**config.mk**
```make
export PLATFORM = sky130hd
export DESIGN_NAME = capacitive_charge_time_sensor_top
export DESIGN_NICKNAME = d
export VERILOG_FILES = /design/src/rtl/core/cts_pkg.sv /design/src/rtl/core/cts_csr.sv /design/src/rtl/core/cts_engine.sv /design/src/rtl/core/capacitive_charge_time_sensor_top.sv
export SDC_FILE = /design/constraint.sdc
export NUM_CORES = 1
export LEC_CHECK = 0
export BUFFER_PORTS_ARGS = -buffer_cell sky130_fd_sc_hd__buf_2
export CORE_MARGIN = 3
export CORE_UTILIZATION = 40
export DETAILED_ROUTE_END_ITERATION = 12
export GPL_ROUTABILITY_DRIVEN = 0
export MAX_ROUTING_LAYER = met4
export PLACE_DENSITY = 0.57
export SYNTH_ARGS = -nofsm -noshare
export SYNTH_HDL_FRONTEND = slang
export SYNTH_HIERARCHICAL = 1
export SYNTH_SLANG_ARGS = --single-unit
```
**constraint.sdc**
```tcl
create_clock -name clock -period 5.7 [get_ports clock]
set_input_delay 1.14 -clock clock [delete_from_list [all_inputs] [get_ports clock]]
set_output_delay 1.14 -clock clock [all_outputs]
set_load 0.005 [all_outputs]
```
**src/rtl/core/cts_pkg.sv**
```systemverilog
// ----------------------------------------------------------------------------
// cts_pkg
// shared types and constants of the capacitive charge time sensor
// ----------------------------------------------------------------------------
package cts_pkg;

   // default widths of the tick total and the sample counter
   localparam int COUNT_WIDTH_DEF  = 24;
   localparam int SAMPLE_WIDTH_DEF = 8;

   // fixed widths of register and result fields
   localparam int TIMEOUT_W   = 24;
   localparam int DISCHARGE_W = 16;
   localparam int TOTAL_W     = 24;
   localparam int CSR_DATA_W  = 24;
   localparam int CSR_ADDR_W  = 1;

   // reset values of the registers
   localparam int BASE_TIMEOUT = 2000;
   localparam int LOOP_FACTOR  = 310;
   localparam int DISCHARGE_US = 10;
   localparam int TICKS_PER_US = 160;

   localparam logic [TIMEOUT_W-1:0]   TIMEOUT_RESET   = TIMEOUT_W'(BASE_TIMEOUT * LOOP_FACTOR);
   localparam logic [DISCHARGE_W-1:0] DISCHARGE_RESET = DISCHARGE_W'(DISCHARGE_US * TICKS_PER_US);

   // register indexes
   localparam logic [CSR_ADDR_W-1:0] CSR_IDX_TIMEOUT   = 1'b0;
   localparam logic [CSR_ADDR_W-1:0] CSR_IDX_DISCHARGE = 1'b1;

   // measurement phases
   typedef enum logic [4:0] {
      PH_IDLE      = 5'b00001,
      PH_DISCHARGE = 5'b00010,
      PH_CHARGE    = 5'b00100,
      PH_BOOST     = 5'b01000,
      PH_RELEASE   = 5'b10000
   } phase_type;

   typedef struct packed {
      logic [TIMEOUT_W-1:0]   timeout_ticks;
      logic [DISCHARGE_W-1:0] discharge_ticks;
   } cfg_type;

   typedef struct packed {
      logic               send_level;
      logic               recv_drive_enable;
      logic               recv_drive_level;
      logic               busy_res;
      logic               done_res;
      logic               status;
      logic [TOTAL_W-1:0] count_total;
   } result_type;

endpackage

```
**src/rtl/core/cts_csr.sv**
```systemverilog
// ----------------------------------------------------------------------------
// cts_csr
// configuration registers: timeout and discharge length
// ----------------------------------------------------------------------------
module cts_csr (
   input  logic                             clock,
   input  logic                             reset,
   input  logic                             csr_valid,
   output logic                             csr_ready,
   input  logic [cts_pkg::CSR_ADDR_W-1:0]   csr_addr,
   input  logic [cts_pkg::CSR_DATA_W-1:0]   csr_wdata,
   output cts_pkg::cfg_type                 cfg
);
   import cts_pkg::*;

   logic [TIMEOUT_W-1:0]   timeout_ff;
   logic [TIMEOUT_W-1:0]   timeout_in;
   logic [DISCHARGE_W-1:0] discharge_ff;
   logic [DISCHARGE_W-1:0] discharge_in;
   logic                   wr_en;

   assign csr_ready = 1'b1;
   assign wr_en     = csr_valid & csr_ready;

   always_comb begin
      timeout_in   = timeout_ff;
      discharge_in = discharge_ff;
      if (wr_en) begin
         case (csr_addr)
            CSR_IDX_TIMEOUT:   timeout_in   = TIMEOUT_W'(csr_wdata);
            CSR_IDX_DISCHARGE: discharge_in = csr_wdata[DISCHARGE_W-1:0];
            default: ;
         endcase
      end
   end

   always_ff @(posedge clock) begin
      if (reset) begin
         timeout_ff   <= TIMEOUT_RESET;
         discharge_ff <= DISCHARGE_RESET;
      end else begin
         timeout_ff   <= timeout_in;
         discharge_ff <= discharge_in;
      end
   end

   assign cfg.timeout_ticks   = timeout_ff;
   assign cfg.discharge_ticks = discharge_ff;

endmodule

```
**src/rtl/core/cts_engine.sv**
```systemverilog
// ----------------------------------------------------------------------------
// cts_engine
// phase sequencer and tick accumulator, one tick per step
// ----------------------------------------------------------------------------
module cts_engine #(
   parameter int COUNT_WIDTH  = cts_pkg::COUNT_WIDTH_DEF,
   parameter int SAMPLE_WIDTH = cts_pkg::SAMPLE_WIDTH_DEF
) (
   input  logic                    clock,
   input  logic                    reset,
   input  logic                    step_en,
   input  logic                    start_req,
   input  logic [SAMPLE_WIDTH-1:0] sample_count,
   input  logic                    pin_level,
   input  cts_pkg::cfg_type        cfg,
   output cts_pkg::result_type     result
);
   import cts_pkg::*;

   localparam int CMP_W = (COUNT_WIDTH > TIMEOUT_W) ? COUNT_WIDTH : TIMEOUT_W;

   phase_type               phase_ff;
   phase_type               phase_in;
   logic [COUNT_WIDTH-1:0]  tick_total_ff;
   logic [COUNT_WIDTH-1:0]  tick_total_in;
   logic [SAMPLE_WIDTH-1:0] samples_left_ff;
   logic [SAMPLE_WIDTH-1:0] samples_left_in;
   logic [DISCHARGE_W-1:0]  delay_count_ff;
   logic [DISCHARGE_W-1:0]  delay_count_in;

   logic [COUNT_WIDTH-1:0]  total_inc;
   logic [SAMPLE_WIDTH-1:0] samples_dec;
   logic [CMP_W-1:0]        timeout_ext;
   logic                    pin_counts;
   logic                    old_over;
   logic                    new_over;
   logic                    done;
   logic                    stat;

   assign total_inc   = tick_total_ff + {{(COUNT_WIDTH-1){1'b0}}, 1'b1};
   assign samples_dec = samples_left_ff - {{(SAMPLE_WIDTH-1){1'b0}}, 1'b1};
   assign timeout_ext = CMP_W'(cfg.timeout_ticks);
   assign pin_counts  = (phase_ff == PH_CHARGE) ? ~pin_level : pin_level;
   assign old_over    = CMP_W'(tick_total_ff) >= timeout_ext;
   assign new_over    = CMP_W'(total_inc) >= timeout_ext;

   always_comb begin
      phase_in        = phase_ff;
      tick_total_in   = tick_total_ff;
      samples_left_in = samples_left_ff;
      delay_count_in  = delay_count_ff;
      done            = 1'b0;
      stat            = 1'b0;
      case (phase_ff)
         PH_IDLE: begin
            if (start_req) begin
               tick_total_in = '0;
               if (sample_count == '0) begin
                  done = 1'b1;
               end else begin
                  samples_left_in = sample_count;
                  delay_count_in  = cfg.discharge_ticks;
                  phase_in        = PH_DISCHARGE;
               end
            end
         end
         PH_DISCHARGE: begin
            if (delay_count_ff <= DISCHARGE_W'(1)) begin
               phase_in = PH_CHARGE;
            end else begin
               delay_count_in = delay_count_ff - DISCHARGE_W'(1);
            end
         end
         PH_CHARGE, PH_RELEASE: begin
            if (old_over) begin
               done     = 1'b1;
               stat     = 1'b1;
               phase_in = PH_IDLE;
            end else if (pin_counts) begin
               tick_total_in = total_inc;
               if (new_over) begin
                  done     = 1'b1;
                  stat     = 1'b1;
                  phase_in = PH_IDLE;
               end
            end else if (phase_ff == PH_CHARGE) begin
               phase_in = PH_BOOST;
            end else begin
               samples_left_in = samples_dec;
               if (samples_dec == '0) begin
                  done     = 1'b1;
                  phase_in = PH_IDLE;
               end else begin
                  delay_count_in = cfg.discharge_ticks;
                  phase_in       = PH_DISCHARGE;
               end
            end
         end
         PH_BOOST: phase_in = PH_RELEASE;
         default:  phase_in = PH_IDLE;
      endcase
   end

   // pin levels follow the phase at the start of the tick
   always_comb begin
      result                   = '0;
      result.send_level        = (phase_ff == PH_CHARGE) | (phase_ff == PH_BOOST);
      result.recv_drive_enable = (phase_ff == PH_DISCHARGE) | (phase_ff == PH_BOOST);
      result.recv_drive_level  = (phase_ff == PH_BOOST);
      result.busy_res          = (phase_ff != PH_IDLE);
      result.done_res          = done;
      result.status            = stat;
      result.count_total       = done ? TOTAL_W'(tick_total_in) : '0;
   end

   always_ff @(posedge clock) begin
      if (reset) begin
         phase_ff        <= PH_IDLE;
         tick_total_ff   <= '0;
         samples_left_ff <= '0;
         delay_count_ff  <= '0;
      end else if (step_en) begin
         phase_ff        <= phase_in;
         tick_total_ff   <= tick_total_in;
         samples_left_ff <= samples_left_in;
         delay_count_ff  <= delay_count_in;
      end
   end

   a_timeout_only_when_counting: assert property (@(posedge clock) disable iff (reset)
      step_en && result.status |-> (phase_ff == PH_CHARGE || phase_ff == PH_RELEASE))
      else $error("timeout status outside a counting phase");

   a_boost_one_tick: assert property (@(posedge clock) disable iff (reset)
      step_en && phase_ff == PH_BOOST |=> phase_ff == PH_RELEASE)
      else $error("boost did not move to release");

   a_discharge_keeps_total: assert property (@(posedge clock) disable iff (reset)
      step_en && phase_ff == PH_DISCHARGE |=> $stable(tick_total_ff))
      else $error("total changed during discharge");

   a_idle_without_start: assert property (@(posedge clock) disable iff (reset)
      step_en && phase_ff == PH_IDLE && !start_req |=> phase_ff == PH_IDLE)
      else $error("left idle without a start");

   a_done_ends_run: assert property (@(posedge clock) disable iff (reset)
      step_en && result.done_res |=> phase_ff == PH_IDLE)
      else $error("run still busy after done");

endmodule

```
**src/rtl/core/capacitive_charge_time_sensor_top.sv**
```systemverilog
// ----------------------------------------------------------------------------
// capacitive_charge_time_sensor_top
// charge time measurement for a capacitive touch pad, one item per tick
// ----------------------------------------------------------------------------
// each req item is one tick of the sampled receive pin, with a start flag and
// a sample count that is taken when a run starts from idle
// each req item yields exactly one rsp item: the pin drive levels for that
// tick, busy, and on the tick a run ends done (tlast), status and the total
// csr writes set the timeout and the discharge length; they are meant for
// idle periods only and take effect on the next tick
// datapath: input register, one pass of phase and counter logic, result
// register; the phase state advances as an item moves to the result register
// an item's result is loaded into the result register as the item leaves the
// input register, and rsp shows it from then on until the receiver takes it
// throughput: one item per cycle sustained while rsp_tready is high
// receiver stall: the result register holds, the input register still takes
// one more item, and req_tready falls only when both are full
// reset: synchronous, clears both registers' valid flags and the phase state;
// timeout returns to 620000 ticks and discharge to 1600 ticks
// ----------------------------------------------------------------------------
module capacitive_charge_time_sensor_top #(
   parameter int COUNT_WIDTH  = cts_pkg::COUNT_WIDTH_DEF,
   parameter int SAMPLE_WIDTH = cts_pkg::SAMPLE_WIDTH_DEF
) (
   input  logic                           clock,
   input  logic                           reset,

   // request channel
   input  logic                           req_tvalid,
   output logic                           req_tready,
   // start_req [0], sample_count, pin_level, zero fill
   input  logic [((SAMPLE_WIDTH+2+7)/8)*8-1:0] req_tdata,

   // result channel
   output logic                           rsp_tvalid,
   input  logic                           rsp_tready,
   // send_level [0], recv_drive_enable [1], recv_drive_level [2],
   // busy_res [3], status [4], count_total [28:5], zero fill
   output logic [31:0]                    rsp_tdata,
   output logic                           rsp_tlast,    // done_res

   // configuration write channel
   input  logic                           csr_valid,
   output logic                           csr_ready,
   input  logic [cts_pkg::CSR_ADDR_W-1:0] csr_addr,
   input  logic [cts_pkg::CSR_DATA_W-1:0] csr_wdata
);
   import cts_pkg::*;

   cfg_type    cfg;
   result_type step_result;

   // input register
   logic                    in_valid_ff;
   logic                    in_valid_in;
   logic                    in_start_ff;
   logic [SAMPLE_WIDTH-1:0] in_samples_ff;
   logic                    in_pin_ff;

   // result register
   logic                    out_valid_ff;
   logic                    out_valid_in;
   result_type              out_result_ff;

   logic                    req_fire;
   logic                    advance;

   // item moves forward when the result register is free or being emptied
   assign advance    = in_valid_ff & (~out_valid_ff | rsp_tready);
   assign req_tready = ~in_valid_ff | advance;
   assign req_fire   = req_tvalid & req_tready;

   assign in_valid_in  = req_fire | (in_valid_ff & ~advance);
   assign out_valid_in = advance | (out_valid_ff & ~rsp_tready);

   always_ff @(posedge clock) begin
      if (reset) begin
         in_valid_ff  <= 1'b0;
         out_valid_ff <= 1'b0;
      end else begin
         in_valid_ff  <= in_valid_in;
         out_valid_ff <= out_valid_in;
      end
   end

   // payload registers, no reset needed
   always_ff @(posedge clock) begin
      if (req_fire) begin
         in_start_ff   <= req_tdata[0];
         in_samples_ff <= req_tdata[SAMPLE_WIDTH:1];
         in_pin_ff     <= req_tdata[SAMPLE_WIDTH+1];
      end
      if (advance) begin
         out_result_ff <= step_result;
      end
   end

   cts_csr u_csr (
      .clock     (clock),
      .reset     (reset),
      .csr_valid (csr_valid),
      .csr_ready (csr_ready),
      .csr_addr  (csr_addr),
      .csr_wdata (csr_wdata),
      .cfg       (cfg)
   );

   cts_engine #(
      .COUNT_WIDTH  (COUNT_WIDTH),
      .SAMPLE_WIDTH (SAMPLE_WIDTH)
   ) u_engine (
      .clock        (clock),
      .reset        (reset),
      .step_en      (advance),
      .start_req    (in_start_ff),
      .sample_count (in_samples_ff),
      .pin_level    (in_pin_ff),
      .cfg          (cfg),
      .result       (step_result)
   );

   assign rsp_tvalid = out_valid_ff;
   assign rsp_tlast  = out_result_ff.done_res;
   assign rsp_tdata  = {3'b000,
                        out_result_ff.count_total,
                        out_result_ff.status,
                        out_result_ff.busy_res,
                        out_result_ff.recv_drive_level,
                        out_result_ff.recv_drive_enable,
                        out_result_ff.send_level};

endmodule
```
==> flow_metrics.tcl, run 1 <==
set metrics [dict create \
    antennaDiodeCount 0 \
    cp_max_fo 25 \
    critical_path.cell_chain "nand4_1 -> nor4_1 -> and3_1 -> nand3_1 -> nor2_1 -> xor2_1 -> ha_1 -> and2_0 -> a221o_1 -> a221oi_1 -> o221ai_1 -> nand2b_1 -> a21oi_2 -> buf_4 -> o22ai_1" \
    critPathSlowestCell "dfxtp_1" \
    dpl.cell_count 1203 \
    end_kind "register" \
    grt_pass1_wl_um 32700 \
    clock_sinks 135 \
    synth_top_family_by_area "simple AND/OR/NAND/NOR gates" \
    dpl_worst_slack_ps 722 \
    setup-tns-final_ps 0 \
    synthTopCellsByCount "dfxtp_1 (95), nand2_1 (83), nor2_1 (74)" \
    ys_seq_elements 135 \
    dieArea_um2 22000 \
    dp_hpwl_um 14200 \
    drt_pass1_iterations 5 \
    avgRoutedWirePerCell_um 16.2 \
    num_vias 6695 \
    status "finished clean" \
    muxShareOfSynthArea_pct 4.26 \
    htreeDepth 4 \
    cp.buffers_inverters 1 \
    drt_iter0_drc 555 \
    layout_setup_ws_ps 692 \
    timing.fmax_ghz 0.200 \
    rsz0062_at_grt "false" \
    cts_tree "done" \
    yosysTopAreaCell "dfxtp_1" \
    fin_crit_ps 5010 \
    ys.flop_type "dfxtp_1" \
    cts_root_buffer "clkbuf_16" \
    post_cts_buffers 0 \
    hold_class "register to register" \
    drv_cap 0 \
    yosysSeqAreaShare_pct 38.4 \
    whs_ps 462 \
    p_total_mw 2.33 \
    syn_inst 911 \
    path_clk_slew_ps 60 \
    power_density_nw_per_um2 256 \
    die_x_um 148 \
    cts_resized 0 \
    yosys_warnings 6 \
    grt_remaining_overflow 0 \
    slew_viol_final 0 \
    synth_area_leaders "dfxtp_1 (24%), edfxtp_1 (15%), ha_1 (8.4%)" \
    yosysMostFrequentCell "dfxtp_1" \
    place_area_um2 8510 \
    start_util_pct 41.1 \
    worst_path_largest_cell_delay_ps 520 \
    design_area_um2 9080 \
    synthArstFlopShare_pct 0 \
    synthDistinctLibCells 88 \
    worstSetupPathType "register to register" \
    synth_xor_area_share_pct 2.27 \
    coreArea_um2 19700 \
    grt_max_degree 73 \
    fin_skew_ps 14.9 \
    slew_headroom_pct 26.9 \
    synth_area_um2 8090 \
    p_leak_nw 3.62 \
    antenna_found_initial 0 \
    hold_violations 0 \
    arrival_ps 5170 \
    required_ps 5860 \
    postCtsHoldBufs 0 \
    insertion_delay_ps 430 \
    grt_use_total_pct 19.0 \
    clockBufferDepth 2 \
    port_buffers 71 \
    finalWirelength_um 20000 \
    synth-simple-area-share_pct 22.3 \
    grt_pass1_vias 6132 \
    ir_drop_mv 0.209 \
    cts_made_buffers 17 \
    crit_family "simple AND/OR/NAND/NOR gates" \
    syn2layout_area_growth_pct 12.3 \
    io_pins 82 \
    synth_edf_count 40 \
    synth_top_area_share_pct 23.5 \
    avgSynthCellArea_um2 8.88 \
    setup_violations 0 \
    finalNetCount 1057 \
    layout-drive-gt1-share_pct 16.0 \
    rows 51 \
    r2r_slack_ps 690 \
    fin_cells 1235 \
    drc 0 \
    final_antenna_net_count 0 \
    tightest_slew_ps 1090 \
    synth-adder-area-share_pct 8.36 \
    die_h_um 148 \
    fin_util_pct 46.2 \
    vias_per_cell 5.42 \
    start_kind "register" \
    timing.final.crit_share_pct 87.9 \
    synth_compound_area_share_pct 17.9 \
]
-- cell families (layout without fill, tap and decap cells) --
logic type | count (synthesis) | count (layout)
AOI/OAI and AO/OA | 222 | 222
xor gates and xnor gates | 21 | 21
adders and majority gates | 54 | 54
buffers and inverters | 103 | 160
DFF | 135 | 135
muxes | 34 | 34
other | 2 | 4
and+or+nand+nor | 340 | 340
-- report_power, final --
part / switching, mW / leakage [nW] / internal, mW
Combinational: 0.136 / 2.20 / 0.0861
Clock: 0.443 / 0.272 / 0.614
Sequential: 0.0217 / 1.15 / 1.02
Total: 0.601 / 3.62 / 1.72
-- worst reg2reg max path: cells and delay by family, from the launching register on --
family / cells / cell delay [ps]
and+or+nand+nor: 7 / 2020
DFF: 1 / 520
adders and majority gates: 1 / 320
buffers and inverters: 1 / 290
xor gates and xnor gates: 1 / 330
AOI/OAI and AO/OA: 5 / 1270
-- sequential cells by signal (all words and copies together) (netlist names) --
register	count
in_pin_ff	1
u_csr/timeout_ff	24
u_engine/delay_count_ff	16
u_engine/samples_left_ff	8
u_engine/tick_total_ff	24
rsp_tvalid	1
in_valid_ff	1
rsp_tdata	29
rsp_tlast	1
u_csr/discharge_ff	16
in_start_ff	1
in_samples_ff	8
u_engine/phase_ff	5
-- worst paths after layout --
| kind | startpoint | endpoint | cells past startpoint |
|---|---|---|---|
| min reg2reg | u_csr/timeout_ff[22] | u_csr/timeout_ff[22] | 2 |
| max | u_engine/tick_total_ff[5] | rsp_tdata[20] | 15 |
| max reg2reg | u_engine/tick_total_ff[5] | rsp_tdata[20] | 15 |
| min | u_csr/timeout_ff[22] | u_csr/timeout_ff[22] | 2 |
-- cell usage in the layout, fill, tap and decap left out, drive strengths merged, types with 15 or more instances in the layout --
master  Yosys  routed
nand2b     35      35
ha         54      54
xnor2      15      15
nand2      85      85
clkbuf     24      21
buf        31      80
nand3      34      34
a21oi      67      67
nor3       27      27
edfxtp     40      40
mux2i      31      31
dfxtp      95      95
inv        47      52
o21ai      58      58
nor2       75      75
-- layout make-up --
class	count	area (um2)
multi-input combinational	675	4470
clock buffer	21	483
inverter	48	180
sequential	135	3100
tap	265	332
timing repair buffer	80	425
clock inverter	11	86.3
fill	1985	10600
-- per-layer routing --
metal | wire length [um] | vias to the layer above | global-route usage [%] | share of wire, %
li1 | - | 3381 | - | -
met1 | 10100 | 3095 | 27.8 | 51
met2 | 8430 | 199 | 26.8 | 42
met3 | 1090 | 20 | 3.08 | 5.5
met4 | 310 | 0 | 5.77 | 1.6
met5 | 0 | - | - | 0
(Power assumes the default switching activity.)
==> run 2: changes to the inputs <==
--- a/config.mk
+++ b/config.mk
@@ -6,12 +6,12 @@
 export NUM_CORES = 1
 export LEC_CHECK = 0
 export BUFFER_PORTS_ARGS = -buffer_cell sky130_fd_sc_hd__buf_2
-export CORE_MARGIN = 3
 export CORE_UTILIZATION = 40
 export DETAILED_ROUTE_END_ITERATION = 12
 export GPL_ROUTABILITY_DRIVEN = 0
 export MAX_ROUTING_LAYER = met4
 export PLACE_DENSITY = 0.57
+export RECOVER_POWER = 50
 export SYNTH_ARGS = -nofsm -noshare
 export SYNTH_HDL_FRONTEND = slang
 export SYNTH_HIERARCHICAL = 1
==> run 2 against run 1 <==
Against the previous run:
- critical path type unchanged
- clock skew fell by 6.3 ps
- combinational power fell by 2%
- hold slack improved by 4.4 ps
- register-to-register slack improved by 140 ps
- core utilization fell by 0.16 points
- power rose by 1.9%
- the flow now finishes with violations (max-capacitance violations, max-slew violations)
- clock-buffer cell count did not move
==> flow_metrics.tcl, run 2 (synthesized netlist as in run 1, its figures left out) <==
set metrics [dict create \
    p_leak_nw 3.53 \
    setup_violations 0 \
    path_clk_slew_ps 60 \
    fin_crit_ps 4870 \
    port_buffers 71 \
    status "complete, but fails checks" \
    cp_max_fo 25 \
    slew_headroom_pct -50.9 \
    setup-tns-final_ps 0 \
    timing.final.crit_share_pct 85.4 \
    layout_common_cells "dfxtp_1 (95), nand2_1 (83), nor2_1 (74)" \
    finalWirelength_um 19800 \
    ir_drop_mv 0.205 \
    fin_skew_ps 8.58 \
    worstSetupPathType "register to register" \
    largest_register_ffs 29 \
    cts_root_buffer "clkbuf_16" \
    layout-drive-gt1-share_pct 13.0 \
    io_pins 82 \
    start_kind "register" \
    num_vias 6614 \
    violations "max-capacitance violations, max-slew violations" \
    slew_viol_final 46 \
    required_ps 5840 \
    avgRoutedWirePerCell_um 16.0 \
    cts_tree "done" \
    post_cts_buffers 0 \
    end_kind "register" \
    fin_cells 1235 \
    grt_use_total_pct 20.3 \
    clockBufferDepth 2 \
    power_density_nw_per_um2 262 \
    final_antenna_net_count 0 \
    drv_cap 1 \
    dpl.cell_count 1203 \
    die_h_um 144 \
    tightest_slew_ps 2260 \
    drt_iter0_drc 497 \
    drc 0 \
    syn2layout_area_growth_pct 11.9 \
    postCtsHoldBufs 0 \
    htreeDepth 4 \
    antennaDiodeCount 0 \
    die_x_um 144 \
    drt_pass1_iterations 5 \
    insertion_delay_ps 420 \
    grt_pass1_wl_um 31500 \
    coreArea_um2 19700 \
    grt_max_degree 103 \
    rows 51 \
    rsz0062_at_grt "false" \
    dieArea_um2 20800 \
    hold_violations 0 \
    hold_class "register to register" \
    dp_hpwl_um 14000 \
    arrival_ps 5010 \
    grt_pass1_vias 5826 \
    final_common_cell "dfxtp_1" \
    whs_ps 467 \
    vias_per_cell 5.36 \
    clock_sinks 135 \
    start_util_pct 41.1 \
    antenna_found_initial 0 \
    cts_resized 0 \
    cts_made_buffers 17 \
    grt_remaining_overflow 0 \
    timing.fmax_ghz 0.205 \
    finalNetCount 1057 \
    p_total_mw 2.37 \
]
==> run 2: cell types whose count changed in the layout (fill, tap and decap cells not counted), moves of 2 or more <==
cell       previous run  this run
clkbuf_1              2        28
buf_2                70        46
o21ai_0              43        49
o21ai_1              12         6
inv_6                 4         0
buf_4                10         7
bufinv_16             0         2
clkinv_2              1         3
==> run 2: final timing paths <==
| path | from | to | slack (ps) | depth (start not counted) |
|---|---|---|---|---|
| min reg2reg | in_valid_ff | rsp_tvalid | 470 | 2 |
| max | u_engine/tick_total_ff[5] | rsp_tdata[6] | 830 | 15 |
| min | in_valid_ff | rsp_tvalid | 470 | 2 |
| max reg2reg | u_engine/tick_total_ff[5] | rsp_tdata[6] | 830 | 15 |
==> run 2: cell type report <==
class                           count  area, um2
Clock buffer                       21        472
Clock inverter                     11        123
Fill cell                        1962      10600
Inverter                           48        180
Multi-Input combinational cell    675       4450
Sequential cell                   135       3100
Tap cell                          265        332
Timing Repair Buffer               80        384
==> run 2: stage by stage <==
| stage | utilization, % | cell area [um2] | setup slack [ps] |
|---|---|---|---|
| 2_1_floorplan | - | 8090 | 1640 |
| 3_3_place_gp | 43.3 | 8510 | 802 |
| 3_5_place_dp | 43.3 | 8510 | 786 |
| 4_1_cts | 46.3 | 9100 | 755 |
| 5_1_grt | 46.0 | 9040 | 437 |
| 6_report | 46.0 | 9040 | 833 |
==> run 2: worst max-delay path, stage by stage (launching register included) <==
cell and delay (ps):
dfxtp_1 510, nand4_1 240, nor4_1 420, and3_1 300
nand3_1 310, nor2_1 220, xor2_1 300, ha_1 310
and2_0 180, a221o_1 290, a221oi_1 380, o221ai_1 280
nand2b_1 250, a21oi_2 140, buf_4 290, o22ai_1 160
==> run 2: routing by layer <==
metal  wire, um  GRT usage, %
met2       8440          28.8
met1      10400          29.7
met4        233          5.76
met5          0             -
met3        723          2.85
==> run 2: power by group <==
group / internal (mW) / switching, mW / leakage, nW
clock: 0.681 / 0.424 / 0.288
sequential: 1.03 / 0.0212 / 1.15
combinational: 0.0827 / 0.135 / 2.09
total: 1.79 / 0.580 / 3.53
